### src/design/gfba_pkg.sv
package gfba_pkg;

	// field widths fixed by the item formats
	localparam int WORD_W = 32;
	localparam int IDX_W = 6;

	// default stack depth
	localparam int GROUP_SIZE_DEF = 32;

	// opcodes of an input item
	localparam logic [1:0] OP_ALLOC = 2'd0;
	localparam logic [1:0] OP_FREE = 2'd1;
	localparam logic [1:0] OP_FILL = 2'd2;

	// kinds of a result item
	localparam logic [1:0] KIND_ALLOC = 2'd0;
	localparam logic [1:0] KIND_SPILL = 2'd1;
	localparam logic [1:0] KIND_READ = 2'd2;
	localparam logic [1:0] KIND_ERROR = 2'd3;

	// error codes carried in the value field
	localparam logic [WORD_W-1:0] ERR_NO_SPACE = 32'd1;
	localparam logic [WORD_W-1:0] ERR_FILL_BUSY = 32'd2;
	localparam logic [WORD_W-1:0] ERR_STRAY_FILL = 32'd3;
	localparam logic [WORD_W-1:0] ERR_ZERO_BLOCK = 32'd4;
	localparam logic [WORD_W-1:0] ERR_BAD_OPCODE = 32'd5;

	typedef struct packed {
		logic [1:0] opcode;
		logic [WORD_W-1:0] word_value;
	} req_item_t;

	typedef struct packed {
		logic [1:0] kind;
		logic [WORD_W-1:0] value;
		logic [WORD_W-1:0] target_block;
		logic [IDX_W-1:0] word_index;
		logic last;
	} rsp_item_t;

	// shift control shared by every stack cell
	typedef struct packed {
		logic push;
		logic pop;
	} cell_ctrl_t;

endpackage

### src/design/gfba_cell.sv
module gfba_cell (
	input logic clk,
	input gfba_pkg::cell_ctrl_t ctrl,
	input logic [gfba_pkg::WORD_W-1:0] from_above,
	input logic [gfba_pkg::WORD_W-1:0] from_below,
	output logic [gfba_pkg::WORD_W-1:0] entry
);

	logic [gfba_pkg::WORD_W-1:0] entry_q;

	// push takes the neighbour nearer the top, pop the one further down
	always_ff @(posedge clk) begin
		if (ctrl.push) begin
			entry_q <= from_above;
		end else if (ctrl.pop) begin
			entry_q <= from_below;
		end
	end

	assign entry = entry_q;

endmodule

### src/design/grouped_free_block_allocator_unit.sv
// channel | direction | handshake            | payload
// req     | in        | req_valid, req_stall | req (opcode, word_value)
// rsp     | out       | rsp_valid, rsp_stall | rsp (kind, value, target, index, last)
//
// Allocate, free with room and fill words need no extra state; an item can be
// taken every cycle while the result register drains and the unit is idle.
// A free on a full stack sends the count word, then the cell row shifts one place
// a cycle while the result register drains, streaming entries out of its deepest cell.
// An allocate that empties the stack returns the block, then loads a read request.
// Reset is asynchronous and leaves an empty stack that awaits a fill record.
// req_stall is high while a group streams out, while the read request waits to
// be loaded, or while the result register is held.
module grouped_free_block_allocator_unit #(
	parameter int GROUP_SIZE = gfba_pkg::GROUP_SIZE_DEF
) (
	input logic clk,
	input logic arst_n,
	input logic req_valid,
	output logic req_stall,
	input gfba_pkg::req_item_t req,
	output logic rsp_valid,
	input logic rsp_stall,
	output gfba_pkg::rsp_item_t rsp
);

	localparam int CNT_W = $clog2(GROUP_SIZE + 1);

	localparam logic [1:0] ST_IDLE = 2'd0;
	localparam logic [1:0] ST_SPILL = 2'd1;
	localparam logic [1:0] ST_READ = 2'd2;

	logic [1:0] state_q;
	logic [CNT_W-1:0] count_q;
	logic [CNT_W-1:0] limit_q;
	logic fill_pending_q;
	logic fill_started_q;
	logic [gfba_pkg::WORD_W-1:0] target_q;
	logic [gfba_pkg::WORD_W-1:0] read_blk_q;
	logic [gfba_pkg::IDX_W-1:0] spill_idx_q;
	logic rsp_valid_q;
	gfba_pkg::rsp_item_t rsp_q;

	logic slot_free;
	logic accept;
	logic [CNT_W-1:0] count_inc;
	logic stack_full;
	gfba_pkg::cell_ctrl_t cell_ctrl;
	logic [gfba_pkg::WORD_W-1:0] push_data;
	logic [gfba_pkg::WORD_W-1:0] cell_q [GROUP_SIZE];
	logic load;
	gfba_pkg::rsp_item_t load_item;

	assign slot_free = !rsp_valid_q || !rsp_stall;
	assign req_stall = (state_q != ST_IDLE) || !slot_free;
	assign accept = req_valid && !req_stall;
	assign count_inc = count_q + CNT_W'(1);
	assign stack_full = (count_q == CNT_W'(GROUP_SIZE));

	// row of stack cells, top of stack in cell 0
	for (genvar i = 0; i < GROUP_SIZE; i++) begin : g_cell
		logic [gfba_pkg::WORD_W-1:0] above;
		logic [gfba_pkg::WORD_W-1:0] below;
		if (i == 0) begin : g_top
			assign above = push_data;
		end else begin : g_mid
			assign above = cell_q[i-1];
		end
		if (i == GROUP_SIZE - 1) begin : g_end
			assign below = '0;
		end else begin : g_inner
			assign below = cell_q[i+1];
		end
		gfba_cell u_cell (
			.clk(clk),
			.ctrl(cell_ctrl),
			.from_above(above),
			.from_below(below),
			.entry(cell_q[i])
		);
	end

	// decode of the accepted item and of the streaming states
	always_comb begin
		cell_ctrl = '0;
		push_data = req.word_value;
		load = 1'b0;
		load_item = '0;
		load_item.last = 1'b1;
		case (state_q)
			ST_IDLE: begin
				if (accept) begin
					case (req.opcode)
						gfba_pkg::OP_ALLOC: begin
							load = 1'b1;
							if (fill_pending_q) begin
								load_item.kind = gfba_pkg::KIND_ERROR;
								load_item.value = gfba_pkg::ERR_FILL_BUSY;
							end else if (count_q == '0) begin
								load_item.kind = gfba_pkg::KIND_ERROR;
								load_item.value = gfba_pkg::ERR_NO_SPACE;
							end else begin
								cell_ctrl.pop = 1'b1;
								load_item.kind = gfba_pkg::KIND_ALLOC;
								load_item.value = cell_q[0];
								load_item.last = (count_q != CNT_W'(1));
							end
						end
						gfba_pkg::OP_FREE: begin
							if (fill_pending_q) begin
								load = 1'b1;
								load_item.kind = gfba_pkg::KIND_ERROR;
								load_item.value = gfba_pkg::ERR_FILL_BUSY;
							end else if (req.word_value == '0) begin
								load = 1'b1;
								load_item.kind = gfba_pkg::KIND_ERROR;
								load_item.value = gfba_pkg::ERR_ZERO_BLOCK;
							end else if (!stack_full) begin
								cell_ctrl.push = 1'b1;
							end else begin
								// count word opens the spill
								load = 1'b1;
								load_item.kind = gfba_pkg::KIND_SPILL;
								load_item.value = gfba_pkg::WORD_W'(GROUP_SIZE);
								load_item.target_block = req.word_value;
								load_item.last = 1'b0;
							end
						end
						gfba_pkg::OP_FILL: begin
							if (!fill_pending_q) begin
								load = 1'b1;
								load_item.kind = gfba_pkg::KIND_ERROR;
								load_item.value = gfba_pkg::ERR_STRAY_FILL;
							end else if (fill_started_q && req.word_value != '0
									&& !stack_full) begin
								cell_ctrl.push = 1'b1;
							end
						end
						default: begin
							load = 1'b1;
							load_item.kind = gfba_pkg::KIND_ERROR;
							load_item.value = gfba_pkg::ERR_BAD_OPCODE;
						end
					endcase
				end
			end
			ST_SPILL: begin
				// deepest cell leaves, the row moves one place down
				if (slot_free) begin
					load = 1'b1;
					cell_ctrl.push = 1'b1;
					push_data = target_q;
					load_item.kind = gfba_pkg::KIND_SPILL;
					load_item.value = cell_q[GROUP_SIZE-1];
					load_item.target_block = target_q;
					load_item.word_index = spill_idx_q;
					load_item.last = (spill_idx_q == gfba_pkg::IDX_W'(GROUP_SIZE));
				end
			end
			ST_READ: begin
				if (slot_free) begin
					load = 1'b1;
					load_item.kind = gfba_pkg::KIND_READ;
					load_item.value = read_blk_q;
				end
			end
			default: begin
				load = 1'b0;
			end
		endcase
	end

	// control state
	always_ff @(posedge clk or negedge arst_n) begin
		if (!arst_n) begin
			state_q <= ST_IDLE;
			count_q <= '0;
			limit_q <= '0;
			fill_pending_q <= 1'b1;
			fill_started_q <= 1'b0;
			spill_idx_q <= '0;
			rsp_valid_q <= 1'b0;
		end else begin
			if (load) begin
				rsp_valid_q <= 1'b1;
			end else if (!rsp_stall) begin
				rsp_valid_q <= 1'b0;
			end
			case (state_q)
				ST_IDLE: begin
					if (accept) begin
						case (req.opcode)
							gfba_pkg::OP_ALLOC: begin
								if (!fill_pending_q && count_q != '0) begin
									count_q <= count_q - CNT_W'(1);
									if (count_q == CNT_W'(1)) begin
										state_q <= ST_READ;
										fill_pending_q <= 1'b1;
										fill_started_q <= 1'b0;
										limit_q <= '0;
									end
								end
							end
							gfba_pkg::OP_FREE: begin
								if (!fill_pending_q && req.word_value != '0) begin
									if (!stack_full) begin
										count_q <= count_inc;
									end else begin
										state_q <= ST_SPILL;
										spill_idx_q <= gfba_pkg::IDX_W'(1);
									end
								end
							end
							gfba_pkg::OP_FILL: begin
								if (fill_pending_q) begin
									if (!fill_started_q) begin
										// count word, saturated at the stack depth
										count_q <= '0;
										if (req.word_value > gfba_pkg::WORD_W'(GROUP_SIZE)) begin
											limit_q <= CNT_W'(GROUP_SIZE);
										end else begin
											limit_q <= req.word_value[CNT_W-1:0];
										end
										if (req.word_value == '0) begin
											fill_pending_q <= 1'b0;
										end else begin
											fill_started_q <= 1'b1;
										end
									end else if (req.word_value == '0 || stack_full) begin
										fill_pending_q <= 1'b0;
										fill_started_q <= 1'b0;
									end else begin
										count_q <= count_inc;
										if (count_inc >= limit_q) begin
											fill_pending_q <= 1'b0;
											fill_started_q <= 1'b0;
										end
									end
								end
							end
							default: begin
								state_q <= ST_IDLE;
							end
						endcase
					end
				end
				ST_SPILL: begin
					if (slot_free) begin
						spill_idx_q <= spill_idx_q + gfba_pkg::IDX_W'(1);
						if (spill_idx_q == gfba_pkg::IDX_W'(GROUP_SIZE)) begin
							state_q <= ST_IDLE;
							count_q <= CNT_W'(1);
						end
					end
				end
				ST_READ: begin
					if (slot_free) begin
						state_q <= ST_IDLE;
					end
				end
				default: begin
					state_q <= ST_IDLE;
				end
			endcase
		end
	end

	// payload registers
	always_ff @(posedge clk) begin
		if (load) begin
			rsp_q <= load_item;
		end
		if (accept && req.opcode == gfba_pkg::OP_FREE) begin
			target_q <= req.word_value;
		end
		if (accept && req.opcode == gfba_pkg::OP_ALLOC) begin
			read_blk_q <= cell_q[0];
		end
	end

	assign rsp_valid = rsp_valid_q;
	assign rsp = rsp_q;

endmodule

### config.mk
export PLATFORM = sky130hd
export DESIGN_NAME = grouped_free_block_allocator_unit
export DESIGN_NICKNAME = d
export VERILOG_FILES = /design/src/design/gfba_pkg.sv /design/src/design/gfba_cell.sv /design/src/design/grouped_free_block_allocator_unit.sv
export SDC_FILE = /design/constraint.sdc
export NUM_CORES = 2
export LEC_CHECK = 0
export BUFFER_PORTS_ARGS = -buffer_cell sky130_fd_sc_hd__buf_4
export CAP_MARGIN = 40
export CORE_UTILIZATION = 41
export CTS_CLUSTER_DIAMETER = 120
export DETAILED_ROUTE_END_ITERATION = 10
export SLEW_MARGIN = 5
export SYNTH_ARGS = -nofsm -noshare
export SYNTH_HDL_FRONTEND = slang
export SYNTH_HIERARCHICAL = 1
export SYNTH_SLANG_ARGS = --single-unit
### constraint.sdc
create_clock -name clk -period 8.1 [get_ports clk]
set_input_delay 1.215 -clock clk [delete_from_list [all_inputs] [get_ports clk]]
set_output_delay 1.215 -clock clk [all_outputs]
set_load 0.05 [all_outputs]
==> impl_metrics.ini <==
[routing]
route.detailed.vias_per_inst = 5.26
drt_pass1_iterations = 9
post-route-drc-count = 0
wirelength_mm = 122
drt_iter0_markers = 2588
avgRoutedWirePerCell_um = 24.8
route.antenna.remaining_nets = 0
num_vias = 25800

[clock_network]
cts-root-buf = sky130_fd_sc_hd__clkbuf_16
clock_insertion_delay_worst_skew_ns = 0.73
post_cts_resize_count = 0
cts_tree = built
post_cts_hold_buffer_count = 0
worst_setup_hold_path_clk_slew_ns = 0.06
h-tree-depth = 3
cts_inserted_buffers = 121
post-cts-setup-buffer-count = 0
ctsLongestPathBuffers = 3
cts.sinks = 1184

[sta]
final.setup.worst_slack_ns = 3.40
clock_skew_ns = 0.0315
worst_slew_margin_rel = 0.216
actual_transition_at_the_worst_max_transition_pin_ns = 1.18
timing.final.crit_share = 0.580
slew_violations = 0
grt_setup_unrepaired = false
finalSetupTns_ns = 0
final-setup-viol-count = 0
achievable-frequency_ghz = 0.213
fin_crit_ns = 4.70
hold_viol = 0

[placement]
finalWeightedCongestion = 0.855
dp_slack_ns = 2.75
port_buffer_count = 112
hpwl_mm = 82.6

[critical_path]
worst_r2r_startpoint = state_q[1]$_DFFE_PN0P_
setup.worst_path.start = rsp_stall
criticalPathCategory = input port to flip-flop
path_max_fanout = 121
crit_arrival_ns = 5.04
critPathCaptureType = flip-flop
data_required_critical_path_ns = 8.44
cpMaxStageDelayCell = sky130_fd_sc_hd__buf_12
critical-path-max-stage-delay_ns = 0.68
critPathTopFamily = buffers and inverters
crit_path_start_kind = input port
crit_chain = buf_4 -> nand2_1 -> and3_1 -> nand3_1 -> o31ai_4 -> buf_12 -> buf_12 -> or2_1 -> buf_4
critical_path_buf_inv_count = 4

[synthesis]
netlist_top_cells_area = sky130_fd_sc_hd__edfxtp_1, sky130_fd_sc_hd__mux2_4, sky130_fd_sc_hd__buf_12
async_flop_share = 0.0194
synth.ff_latch_count = 1184
edff_count_synth = 1161
post_synth_instance_area_um2 = 55800
synth.top_cells.by_count = sky130_fd_sc_hd__edfxtp_1, sky130_fd_sc_hd__mux2_4, sky130_fd_sc_hd__nand2_1
synthCells = 2888
synth_sequential_area_ratio = 0.635
synth_top_flop_cell = sky130_fd_sc_hd__edfxtp_1
yosys_warnings = 6
synthesis.area_per_instance_um2 = 19.3
synth_top_area_share = 0.625
synth_most_common_cell = sky130_fd_sc_hd__edfxtp_1
synth_cell_types = 70
synth_top_cell_by_area = sky130_fd_sc_hd__edfxtp_1

[hold_path]
hp-class = input port to asynchronous set/reset pin

[layout]
areaGrowthSynthToFinish_pct = 9.44
fillCellCount = 11300
final-seq-area_um2 = 35400
final_net_count = 3104
multi_input_area_um2 = 18000
final_layout_size_suffix_gt1_frac = 0.443

[global_routing]
global_route.overflow_total = 0
number_of_global_route_vias_before_repair = 26900
grtUsageTotal = 0.175
antenna_found_initial = 1
grt_start_max_net_pins = 144
grt_first_pass_wirelength_mm = 181

[die]
total_core_area_um2 = 134000
ios = 113
start_util = 0.415
placement_rows = 134
die_h_um = 371
die-width_um = 371
die_area_um2 = 138000

[outcome]
status = finished clean

[power]
worst_ir_drop_vdd_mv = 0.300
power_leakage_uw = 0.0223
p_per_area_nw_per_um2 = 367

[flow_run]
cap_viol_max_count = 0
power breakdown:
| group | switching (uW) | total [uW] | internal [uW] |
|---|---|---|---|
| clock network | 2370 | 5610 | 3250 |
| registers | 1020 | 10000 | 8980 |
| logic | 3360 | 6810 | 3450 |
| total | 6750 | 22400 | 15700 |
cells in the final DEF, fill, tap and decap left out, drive strengths merged, types with 6 or more instances in the layout:
master  Yosys  layout
a222oi     31      31
or2        36      36
ha         20      20
nand2     199     199
inv        22      25
o21ai      17      17
nand3      16      16
clkinv      0      45
a22o        6       6
a21oi      20      20
nor3        8       8
buf       141     174
dfrtp      22      22
o31ai       6       6
conb        1      32
clkbuf     29     156
and3       10      10
nor2       46      46
and2        7       7
edfxtp   1161    1161
bufinv      0      13
mux2     1024    1024
nor4       10      10
sequential cells by signal (all words and copies together) (netlist names):
name,flops
state_q,2
rsp,73
count_q,6
limit_q,6
read_blk_q,32
spill_idx_q,6
rsp_valid,1
g_cell.u_cell/entry,1024
target_q,32
fill_started_q,1
fill_pending_q,1
area by class of cell:
cell class                 count  area share
antenna                        2   0.0000820
clock buffer                 156      0.0536
clock inverter                64      0.0111
inverter                      22     0.00135
multi-input combinational   1543       0.294
sequential                  1184       0.580
tap                         1768      0.0362
timing repair buffer         174      0.0232
kinds of logic (layout without fill, tap and decap cells):
group / count (synthesis) / in the layout / synth area share
flops: 1184 / 1184 / 0.635
mux: 1025 / 1025 / 0.269
simple gates: 352 / 352 / 0.0289
buf+inv: 192 / 416 / 0.0459
compound gates: 109 / 109 / 0.0154
fa+ha+maj: 20 / 20 / 0.00448
xor+xnor: 5 / 5 / 0.000785
other cells: 1 / 34 / 0.0000672
per-stage QoR:
| stage | area, um2 | util | total power, uW | instances | hold WS (ns) |
|---|---|---|---|---|---|
| after floorplan | 55900 | - | 15700 | 2919 | 0.445 |
| after global placement | 57000 | 0.425 | 16700 | 4687 | 0.477 |
| after detailed placement | 57100 | 0.425 | 16900 | 4691 | 0.482 |
| after CTS | 61100 | 0.455 | 22600 | 4911 | 0.361 |
| after global routing | 61100 | 0.455 | 23300 | 4911 | 0.383 |
| final | 61100 | 0.455 | 22400 | 4913 | 0.407 |
metal layers:
layer  global-route usage  wire length [um]
met2                0.273             56500
met5                    0                 0
met1                0.247             55100
met3               0.0376              7140
met4               0.0491              3130
final timing paths:
check / slack [ns] / cells after the start / to
setup / recovery: 3.40 / 9 / g_cell[11].u_cell/entry[2]$_DFFE_PP_
hold / removal: 0.41 / 1 / limit_q[4]$_DFFE_PN0P_
setup reg to reg: 3.42 / 9 / g_cell[11].u_cell/entry[2]$_DFFE_PP_
hold reg to reg: 0.49 / 2 / limit_q[2]$_DFFE_PN0P_
max in group asynchronous: 7.38 / 1 / fill_pending_q$_DFFE_PN1P_
min in group clk: 0.49 / 2 / limit_q[2]$_DFFE_PN0P_
No activity file was read; power rests on OpenSTA's default activity.
